File: config.mk
export PLATFORM = sky130hd
export DESIGN_NAME = heartbeat_watchdog_error_register_unit
export DESIGN_NICKNAME = d
export VERILOG_FILES = /design/src/hdl/hbw_pkg.sv /design/src/hdl/hbw_update.sv /design/src/hdl/heartbeat_watchdog_error_register_unit.sv
export SDC_FILE = /design/constraint.sdc
export NUM_CORES = 1
export LEC_CHECK = 0
export ABC_AREA = 1
export BUFFER_PORTS_ARGS = -buffer_cell sky130_fd_sc_hd__buf_2
export CORE_MARGIN = 1.5
export CORE_UTILIZATION = 40
export DETAILED_ROUTE_END_ITERATION = 8
export PLACE_DENSITY = 0.56
export RECOVER_POWER = 100
export SLEW_MARGIN = 0
export SYNTH_ARGS = -nofsm -noshare
export SYNTH_HDL_FRONTEND = slang
export SYNTH_SLANG_ARGS = --single-unit
File: constraint.sdc
create_clock -name clock -period 6.4 [get_ports clock]
set_input_delay 0.32 -clock clock [delete_from_list [all_inputs] [get_ports clock]]
set_output_delay 0.32 -clock clock [all_outputs]
set_load 0.01 [all_outputs]
File: src/hdl/hbw_pkg.sv
package hbw_pkg;

   // Default sizing
   localparam int CHANNELS_DEF    = 4;
   localparam int ERROR_BITS_DEF  = 32;

   // Channels that own an error map register
   localparam int MAPPED_CHANNELS = 4;

   localparam int CNT_W     = 8;
   localparam int CSR_IDX_W = 3;
   localparam int CSR_DAT_W = 32;

   localparam logic [CNT_W-1:0] RELOAD_RESET = 8'd50;
   localparam logic [31:0]      MAP0_RESET   = 32'h0001_0000;
   localparam logic [31:0]      MAP1_RESET   = 32'h0002_0000;
   localparam logic [31:0]      MAP2_RESET   = 32'h0004_0000;
   localparam logic [31:0]      MAP3_RESET   = 32'h0008_0000;

   // Request kinds
   typedef enum logic [2:0] {
      REQ_TICK   = 3'd0,
      REQ_BEACON = 3'd1,
      REQ_SET    = 3'd2,
      REQ_CLEAR  = 3'd3,
      REQ_STATUS = 3'd4
   } req_kind_type;

   // Configuration register indexes
   typedef enum logic [CSR_IDX_W-1:0] {
      CSR_RELOAD = 3'd0,
      CSR_MAP0   = 3'd1,
      CSR_MAP1   = 3'd2,
      CSR_MAP2   = 3'd3,
      CSR_MAP3   = 3'd4
   } csr_index_type;

   typedef struct packed {
      logic [2:0]  req_type;
      logic [3:0]  channel;
      logic [31:0] mask;
   } req_type_type;

   typedef struct packed {
      logic [31:0] error_list;
      logic [31:0] status_bits;
      logic [3:0]  expired_channels;
   } rsp_type_type;

endpackage

File: src/hdl/hbw_update.sv
module hbw_update #(
   parameter int CHANNELS   = hbw_pkg::CHANNELS_DEF,
   parameter int ERROR_BITS = hbw_pkg::ERROR_BITS_DEF
) (
   input  hbw_pkg::req_type_type                        req,
   input  logic [ERROR_BITS-1:0]                        err,
   input  logic [CHANNELS-1:0][hbw_pkg::CNT_W-1:0]      cnt,
   input  logic [hbw_pkg::CNT_W-1:0]                    reload,
   input  logic [hbw_pkg::MAPPED_CHANNELS-1:0][31:0]    maps,
   output logic [ERROR_BITS-1:0]                        err_in,
   output logic [CHANNELS-1:0][hbw_pkg::CNT_W-1:0]      cnt_in,
   output hbw_pkg::rsp_type_type                        rsp
);

   localparam int NMAP  = (CHANNELS < hbw_pkg::MAPPED_CHANNELS) ?
                          CHANNELS : hbw_pkg::MAPPED_CHANNELS;
   localparam int IDX_W = (CHANNELS > 1) ? $clog2(CHANNELS) : 1;

   logic [63:0]                  mask_wide;
   logic [ERROR_BITS-1:0]        m;
   logic [NMAP-1:0][ERROR_BITS-1:0] bits;
   logic [63:0]                  map_wide;
   logic [63:0]                  err_wide;
   logic [63:0]                  stat_wide;
   logic [3:0]                   expired;
   logic                         beacon_hit;
   logic                         beacon_mapped;

   // Trim mask and maps to the register width
   always_comb begin
      mask_wide = {32'b0, req.mask};
      m         = mask_wide[ERROR_BITS-1:0];
      for (int j = 0; j < NMAP; j++) begin
         map_wide = {32'b0, maps[j]};
         bits[j]  = map_wide[ERROR_BITS-1:0];
      end
      if (NMAP == 0) begin
         map_wide = '0;
      end
   end

   assign beacon_hit    = ({1'b0, req.channel} < 5'(CHANNELS));
   assign beacon_mapped = ({1'b0, req.channel} < 5'(NMAP));

   // Next register and counter values
   always_comb begin
      err_in  = err;
      cnt_in  = cnt;
      expired = '0;
      unique case (req.req_type)
         hbw_pkg::REQ_TICK: begin
            for (int i = 0; i < CHANNELS; i++) begin
               if (cnt[i] != '0) begin
                  cnt_in[i] = cnt[i] - 1'b1;
               end
            end
            // Expiry runs in channel order: earlier raises mask later ones
            for (int j = 0; j < NMAP; j++) begin
               if (cnt[j] == '0 && (err_in & bits[j]) == '0) begin
                  err_in     = err_in | bits[j];
                  expired[j] = 1'b1;
               end
            end
         end
         hbw_pkg::REQ_BEACON: begin
            if (beacon_hit) begin
               cnt_in[req.channel[IDX_W-1:0]] = reload;
            end
            for (int j = 0; j < NMAP; j++) begin
               if (beacon_mapped && req.channel == 4'(j)) begin
                  err_in = err_in & ~bits[j];
               end
            end
         end
         hbw_pkg::REQ_SET: begin
            if ((err & m) == '0) begin
               err_in = err | m;
            end
         end
         hbw_pkg::REQ_CLEAR: begin
            err_in = err & ~m;
         end
         default: begin
            err_in = err;
         end
      endcase
   end

   // Build the result beat
   always_comb begin
      err_wide                   = '0;
      err_wide[ERROR_BITS-1:0]   = err_in;
      stat_wide                  = '0;
      stat_wide[ERROR_BITS-1:0]  = err_in & m;
      rsp.error_list             = err_wide[31:0];
      rsp.status_bits            = stat_wide[31:0];
      rsp.expired_channels       = expired;
   end

endmodule

File: src/hdl/heartbeat_watchdog_error_register_unit.sv
// Channel  Direction  Handshake            Payload
// req      in         req_valid/req_ready  req_data  (hbw_pkg::req_type_type)
// rsp      out        rsp_valid/rsp_ready  rsp_data  (hbw_pkg::rsp_type_type)
// csr      in         csr_valid/csr_ready  csr_index, csr_data
//
// One request beat per cycle while the result side is not stalled; a request
// lands in the input register when accepted, its update is then loaded into
// the result register, and the result beat is on rsp from there.
// Reset (synchronous) clears the error register, loads every counter and the
// reload register with 50 and the channel maps with their defaults.
// A stalled result holds the update stage; the input register still takes a
// beat whenever the update stage moves on.
module heartbeat_watchdog_error_register_unit #(
   parameter int CHANNELS   = hbw_pkg::CHANNELS_DEF,
   parameter int ERROR_BITS = hbw_pkg::ERROR_BITS_DEF
) (
   input  logic                            clock,
   input  logic                            reset,
   input  logic                            req_valid,
   output logic                            req_ready,
   input  hbw_pkg::req_type_type           req_data,
   output logic                            rsp_valid,
   input  logic                            rsp_ready,
   output hbw_pkg::rsp_type_type           rsp_data,
   input  logic                            csr_valid,
   output logic                            csr_ready,
   input  logic [hbw_pkg::CSR_IDX_W-1:0]   csr_index,
   input  logic [hbw_pkg::CSR_DAT_W-1:0]   csr_data
);

   logic                                         in_vld_ff;
   hbw_pkg::req_type_type                        in_req_ff;
   logic                                         rsp_vld_ff;
   hbw_pkg::rsp_type_type                        rsp_ff;
   logic [ERROR_BITS-1:0]                        err_ff;
   logic [ERROR_BITS-1:0]                        err_in;
   logic [CHANNELS-1:0][hbw_pkg::CNT_W-1:0]      cnt_ff;
   logic [CHANNELS-1:0][hbw_pkg::CNT_W-1:0]      cnt_in;
   logic [hbw_pkg::CNT_W-1:0]                    reload_ff;
   logic [hbw_pkg::MAPPED_CHANNELS-1:0][31:0]    map_ff;
   hbw_pkg::rsp_type_type                        rsp_in;
   logic                                         fire;
   logic                                         req_take;

   // Advance the update stage when the result slot is free or draining
   assign fire      = in_vld_ff && (!rsp_vld_ff || rsp_ready);
   assign req_ready = !in_vld_ff || fire;
   assign req_take  = req_valid && req_ready;
   assign csr_ready = 1'b1;
   assign rsp_valid = rsp_vld_ff;
   assign rsp_data  = rsp_ff;

   hbw_update #(
      .CHANNELS   (CHANNELS),
      .ERROR_BITS (ERROR_BITS)
   ) u_update (
      .req    (in_req_ff),
      .err    (err_ff),
      .cnt    (cnt_ff),
      .reload (reload_ff),
      .maps   (map_ff),
      .err_in (err_in),
      .cnt_in (cnt_in),
      .rsp    (rsp_in)
   );

   // Input register
   always_ff @(posedge clock) begin
      if (reset) begin
         in_vld_ff <= 1'b0;
      end else if (req_ready) begin
         in_vld_ff <= req_valid;
      end
      if (req_take) begin
         in_req_ff <= req_data;
      end
   end

   // Result register
   always_ff @(posedge clock) begin
      if (reset) begin
         rsp_vld_ff <= 1'b0;
      end else if (fire) begin
         rsp_vld_ff <= 1'b1;
      end else if (rsp_ready) begin
         rsp_vld_ff <= 1'b0;
      end
      if (fire) begin
         rsp_ff <= rsp_in;
      end
   end

   // Watchdog state
   always_ff @(posedge clock) begin
      if (reset) begin
         err_ff <= '0;
         for (int i = 0; i < CHANNELS; i++) begin
            cnt_ff[i] <= hbw_pkg::RELOAD_RESET;
         end
      end else if (fire) begin
         err_ff <= err_in;
         cnt_ff <= cnt_in;
      end
   end

   // Configuration registers
   always_ff @(posedge clock) begin
      if (reset) begin
         reload_ff <= hbw_pkg::RELOAD_RESET;
         map_ff[0] <= hbw_pkg::MAP0_RESET;
         map_ff[1] <= hbw_pkg::MAP1_RESET;
         map_ff[2] <= hbw_pkg::MAP2_RESET;
         map_ff[3] <= hbw_pkg::MAP3_RESET;
      end else if (csr_valid) begin
         unique case (csr_index)
            hbw_pkg::CSR_RELOAD: reload_ff <= csr_data[hbw_pkg::CNT_W-1:0];
            hbw_pkg::CSR_MAP0:   map_ff[0] <= csr_data;
            hbw_pkg::CSR_MAP1:   map_ff[1] <= csr_data;
            hbw_pkg::CSR_MAP2:   map_ff[2] <= csr_data;
            hbw_pkg::CSR_MAP3:   map_ff[3] <= csr_data;
            default: begin
               // drop writes to unused indexes
            end
         endcase
      end
   end

endmodule

Word-level counts from Yosys, hierarchy flattened
Index checks and enable logic that the tools add are counted.

storage, ports and cells
  flip-flop bits (word level) = 309
  latch bits = 0
  RAM bits = 0
  bits in read-only memories = 0
  input bits = 79
  output and inout bits = 71
  memories = 0

cells by class
  add/subtract/negate cells = 4
  multiply operators = 0
  div/mod/pow operators = 0
  magnitude comparators = 3
  equality and inequality tests = 15
  shift operators = 0
  mux-type cells = 31
  bitwise gates (word level) = 21
  reduce and logical (&&, ||, !) cells = 42

operators by type and width
  cell                                                 number
  2-to-1 mux 32 bit                                    16
  AND 32 bit                                           11
  logical NOT 32 bit                                   5
  inverter 32 bit                                      5
  OR 32 bit                                            5
  one-hot mux 32 bit (4 select lines)                  1
  one-hot mux 32 bit (2 select lines)                  1
  2-to-1 mux 8 bit                                     5
  bitwise mux 32 bit                                   1
  logical NOT 8 bit                                    4
  nonzero test 8 bit                                   4
  subtractor 8 x 1 -> 8 bit, second input constant     4
  demux 8 bit (select 2 bit)                           1
  AND reduction 4 bit                                  4
  equality test 3 x 2 -> 1 bit, second input constant  4
  logical AND 1 bit                                    11
  != test 2 x 1 -> 1 bit, second input constant        5
  AND reduction 2 bit                                  5
  equality test 4 x 2 -> 1 bit, second input constant  2
  equality test 3 x 1 -> 1 bit, second input constant  2
  logical NOT 3 bit                                    2
  2-to-1 mux 1 bit                                     6
  equality test 4 x 1 -> 1 bit, second input constant  1
  logical NOT 4 bit                                    1
  7 further kinds                                      10

Depth between registers and ports, before layout
  depth after elaboration = 21
  mapped depth = 36
  gate-level depth less buffers = 31

By module
Synthesis repeated with hierarchy kept, for this count alone.

second synthesis, totals
  cells, all modules = 2610
  area total of the unflattened synthesis = 18272.5 um^2

modules (own cells, without submodules)
  module                                  times used  cells an instance  area an instance (um^2)  seq. area each (um^2)
  heartbeat_watchdog_error_register_unit  1           1237               11347.1                  7257.0
  hbw_update                              1           1373               6925.4                   0.0

Worst setup path before layout
OpenSTA, ideal clock, no wires.

  path kind = reg-to-reg
  start point = reg cnt_ff[0] (netlist name)
  end point = reg rsp_ff (netlist bit rsp_data[14]) (data pin)
  setup time = 252 ps
  data arrival time = 3350 ps
  path slack = 2797 ps
  cell stages (with the launch flop) = 37
  period minus slack after synthesis = 3603 ps
  path through = dfxtp_1 > inv_1 > ha_1 > nand2_1 > nor2_4 > nand3_2 > nor2_4 > buf_6 > nand3_2 > nand2_1 > inv_2 > nor2_1 > nor2_1 > nand2_2 > nor2_4 > buf_6 > buf_6 > nand4_1 > nand2_1 > nand2_1 > nand2_1 > nor2_1 > nand2_2 > nor2_8 > nand3_4 > buf_6 > o21bai_2 > nand2_1 > nand2_1 > nor2_1 > nand2_2 > nor2_4 > buf_6 > nand4_1 > nand2_1 > nand2_1 > nor2_1

RTL lines
  item                             RTL line                                       source
  start, declared                  heartbeat_watchdog_error_register_unit.sv:37   logic [CHANNELS-1:0][hbw_pkg::CNT_W-1:0] cnt_ff;
  start signal, assigned by index  heartbeat_watchdog_error_register_unit.sv:98   cnt_ff[i] <= hbw_pkg::RELOAD_RESET;
  start signal, assigned           heartbeat_watchdog_error_register_unit.sv:102  cnt_ff <= cnt_in;
  end signal, assigned             heartbeat_watchdog_error_register_unit.sv:89   rsp_ff <= rsp_in;
  end, declared                    heartbeat_watchdog_error_register_unit.sv:34   hbw_pkg::rsp_type_type rsp_ff;

Worst setup path in the final report
  start point = reg cnt_ff[0] (netlist name)
  end point = reg rsp_ff (netlist bit rsp_data[64]) (data pin)

on the way
  word-level cells in the longest chain between the ends = 19
  elaborated cells between the ends (all ways) = 22
  classes of those cells = mux: 8; bitwise: 6; reduce/logical: 8

ends and longest elaborated chain
  item                                   RTL line                                      source
  logical NOT 8 bit *                    hbw_update.sv:59                              if (cnt[j] == '0 && (err_in & bits[j]) == '0) begin
  logical AND 1 bit *                    hbw_update.sv:59
  2-to-1 mux 32 bit *                    hbw_update.sv:59
  2-to-1 mux 32 bit *                    hbw_update.sv:50                              unique case (req.req_type)
  AND 32 bit                             hbw_update.sv:59
  logical NOT 32 bit                     hbw_update.sv:59
  logical AND 1 bit                      hbw_update.sv:59
  2-to-1 mux 32 bit *                    hbw_update.sv:59
  [4 not listed]                         -
  2-to-1 mux 32 bit *                    hbw_update.sv:59
  2-to-1 mux 32 bit *                    hbw_update.sv:50
  AND 32 bit                             hbw_update.sv:59
  logical NOT 32 bit                     hbw_update.sv:59
  logical AND 1 bit                      hbw_update.sv:59
  2-to-1 mux 32 bit *                    hbw_update.sv:59
  one-hot mux 32 bit (4 select lines) *  hbw_update.sv:50
  via err_in[28]                         heartbeat_watchdog_error_register_unit.sv:36  logic [ERROR_BITS-1:0] err_in;

The timed path passes the listed nets; every way through them passes the cells marked *. The select of a mux whose other input is x is not followed.
A chain may end at the register's enable or synchronous reset.

==> summary.md <==
| Metric | Value |
|---|---|
| Status | `complete, but fails checks` |
| Failing checks | `capacitance limit, slew limit` |
| Commonest non-fill, non-tap cell in the layout | `nand2_1` |
| Worst setup endpoint | `rsp_data[64]` |
| Grt total ovfl | `0` |
| Crit path time final | `6.09 ns` |
| Slew Viols, Final | `416` |
| WS Path Type | `reg2reg` |
| P_int | `3.65 mW` |
| Global placer's final weighted congestion | `0.955` |
| DP Area | `0.0173 mm²` |
| Async S/R FF share, synth | `0%` |
| Utilization after layout | `a little under half` |
| Synth cell types | `48` |
| CTS H-tree depth | `2` |
| Register bit count reported by yosys | `309` |
| Initial DRC count | `1,654` |
| FF-to-FF path depth | `30` |
| Max cap viols | `7` |
| Core area | `roughly 0.04 mm²` |
| R2R setup slack | `0.31 ns` |
| Final Hold Fails | `0` |
| RSZ-0062 raised after global routing | `no` |
| Leak | `7.84 nW` |
| Most frequent cells in the layout | `406 x nand2_1, 248 x inv_1, 248 x nor2_1` |
| Slowest stage delay, CP | `0.55 ns` |
| Layout cells sized above 1 | `a little under a tenth` |
| Post-Synthesis Cells | `2,139` |
| Cell Area, Synth | `0.0162 mm²` |
| Fmax | `0.164 GHz` |
| Share of the synthesized area in the top cell type | `25.0%` |
| CP dominant cell by count | `nand2_1` |
| CTS clk-pin slew, worst paths | `roughly 0.050 ns` |
| Worst EP required | `~6.7 ns` |
| Worst min path class | `in2reg` |
| Mux share of post-synthesis cell area | `0%` |
| Syn_area_per_cell | `7.56 µm²` |
| CTS tree | `done` |
| WL/cell | `~23 µm` |
| Final period utilization | `a little over nine tenths` |
| YS warnings | `0` |
| Die W | `204 µm` |
| CTS Sinks | `309` |
| Final instance area | `0.0189 mm²` |
| Routed via count | `16,500` |
| Commonest register cell after synthesis | `dfxtp_1` |
| Post-Synth XOR/XNOR Area | `0.433%` |
| Critical Path Start Type | `flop` |
| Vias per inst | `5.79` |
| Cells taking the most area after synthesis | `dfxtp_1 25%, edfxtp_1 20%, nand2_1 9.4%, o21ai_0 6.8%, nor2_1 5.9%` |
| Relative max-transition margin | `-128%` |
| Initial antenna violation count | `7` |
| Psw | `1.42 mW` |
| # port buffers | `148` |
| Clock skew | `between 0.02 and 0.03 ns` |
| Synth Area in Adders | `less than 1%` |
| Total wire length | `about 66,000 µm` |
| Largest net degree at the start of global routing | `99` |
| Worst Path Arrival | `6.39 ns` |
| Pre-Repair DR Iteration Count | `6` |
| Cell Rows | `73` |
| Synth Area in Simple Gates | `22.0%` |
| Area grow syn2layout | `17.1%` |
| Main combinational cell family by area after synthesis | `compound AO/OA/AOI/OAI gates` |
| ANT nets after route | `0` |
| Worst-margin pin slew | `between 3 and 4 ns` |
| I/O pins | `150` |
| Logic pwr share | `~12%` |
| Worst skew pair latency | `0.57 ns` |
| Mapped Nets | `between 2,000 and 2,500` |
| Gr usage total | `30.6%` |
| First-pass GRT wire length | `95,400 µm` |
| Critical path's slowest cell | `nor2_4` |
| Clock Tree Buf Depth | `3` |
| Post-synth EDFFs | `107` |
| Worst reg2reg path startpoint | `cnt_ff[0]` |
| Worst r2r dst | `rsp_data[64]` |
| Maximum VDD drop | `0.197 mV` |
| Nets | `2,375` |
| Clock Power Share | `44.0%` |
| Compound-Gate Fraction of Synth Area | `a little under a quarter` |
| Die Span Y | `204 µm` |
| Share of power burned in registers | `43.6%` |
| Critical path capture point type | `flop` |
| Hpwl dp | `44,300 µm` |
| Initial Utilization | `40.6%` |
| Crit-path max FO | `32` |
| Register area share after synthesis | `roughly 45%` |
| Vias in the first global route | `15,300` |
| TNS Setup | `0 ns` |
| Sw frac | `27.9%` |
| Final setup viols | `0` |
| Drt drc | `0` |
| Power Density | `between 200 and 300 mW/mm²` |
| Clock root buffer | `clkbuf_16` |
| TritonCTS Buffers | `38` |
| Top cell type by total area after synthesis | `dfxtp_1` |
| Critical path origin | `cnt_ff[0]` |
| DIE AREA | `0.0417 mm²` |
## area by class of cell
type / count / area, µm²
antenna: 1 / 2.50
clock buffer: 55 / 1080
clock inverter: 14 / 184
fill: 4086 / 20900
inverter: 262 / 985
multi-input combinational: 1456 / 7470
sequential: 309 / 7260
tap: 525 / 657
timing repair buffer: 224 / 1310
## synth_stat cells (2+ instances only)
cell type,number
nand2_2,6
o21bai_2,10
nor2_2,4
buf_6,12
clkinv_1,4
o221ai_1,7
o21ai_0,219
o22ai_1,19
inv_2,9
o211ai_1,8
a211oi_1,52
a221oi_1,35
ha_1,5
or3_1,4
nor2_8,2
a2111oi_0,26
a31oi_1,3
clkbuf_1,88
o2111ai_1,5
buf_4,8
nand3_2,3
edfxtp_1,107
a21oi_1,187
nand3_1,45
nor2_1,253
xor2_1,5
o21bai_1,13
nor3_1,7
dfxtp_1,202
nor4_1,4
inv_1,249
nand2_1,406
a211o_1,10
buf_2,7
xnor2_1,3
o21ai_1,3
a22oi_1,9
nand4_1,86
nor2_4,5
## critical path, delay by kind of cell, from the launching register on
kind	cells	cell delay, ns
compound gates	3	0.65
fa+ha+maj	1	0.18
buf+inv	4	0.68
flops	1	0.29
simple gates	22	4.00
## timing repair
item                       in CTS  in global routing
hold endpoints to repair       39                  0
resized for setup               0                  3
setup endpoints to repair       0                 93
buffers inserted                0                  6
hold buffers                   39                  0
## logic make-up after synthesis
family,Yosys count
and+or+nand+nor,829
AOI/OAI and AO/OA,610
buffers and inverters,377
DFF,309
xor gates and xnor gates,8
adders and majority gates,5
other,1
## power groups by stage
| stage | registers [mW] | logic [mW] | clock network (mW) |
|---|---|---|---|
| after floorplan | 2.23 | 0.354 | 0 |
| after global placement | 2.25 | 0.582 | 0 |
| after detailed placement | 2.25 | 0.589 | 0 |
| after CTS | 2.21 | 0.610 | 2.26 |
| after global routing | 2.22 | 0.676 | 2.34 |
| final | 2.21 | 0.625 | 2.23 |
## registers in the layout, indices dropped and copies added, names as in the netlist
| signal | cells |
|---|---|
| map_ff | 128 |
| rsp_data | 68 |
| in_req_ff | 39 |
| cnt_ff | 32 |
| reload_ff | 8 |
| err_ff | 32 |
| in_vld_ff | 1 |
| rsp_valid | 1 |
## metrics by stage
stage                     total power [mW]  setup WS [ns]  hold WS (ns)  cells
after floorplan                       2.59           2.80         0.398   2139
after global placement                2.83         0.0110         0.460   2728
after detailed placement              2.84         0.0450         0.466   2728
after CTS                             5.08         0.0232        0.0196   2836
after global routing                  5.24         0.0502        0.0510   2845
final                                 5.07          0.314        0.0401   2846
## layer usage
metal	vias up	GRT usage, %	wire (µm)
li1	7648	-	-
met1	7889	40.9	28300
met2	755	48.5	29300
met3	169	6.41	5470
met4	8	11.5	2480
met5	-	0	53
## worst min path at each step
| stage | start | to | slack, ns | depth (start not counted) |
|---|---|---|---|---|
| 5_1_grt | csr_data[16] | map_ff[16] | 0.05 | 3 |
| 3_5_place_dp | cnt_ff[5] | cnt_ff[5] | 0.47 | 2 |
| 2_1_floorplan | reset | cnt_ff[8] | 0.40 | 1 |
| 6_report | req_valid | in_vld_ff | 0.04 | 3 |
| 4_1_cts | csr_data[16] | map_ff[16] | 0.02 | 3 |
| 3_3_place_gp | cnt_ff[5] | cnt_ff[5] | 0.46 | 2 |
Note: power is estimated with default switching activity, not from simulation.
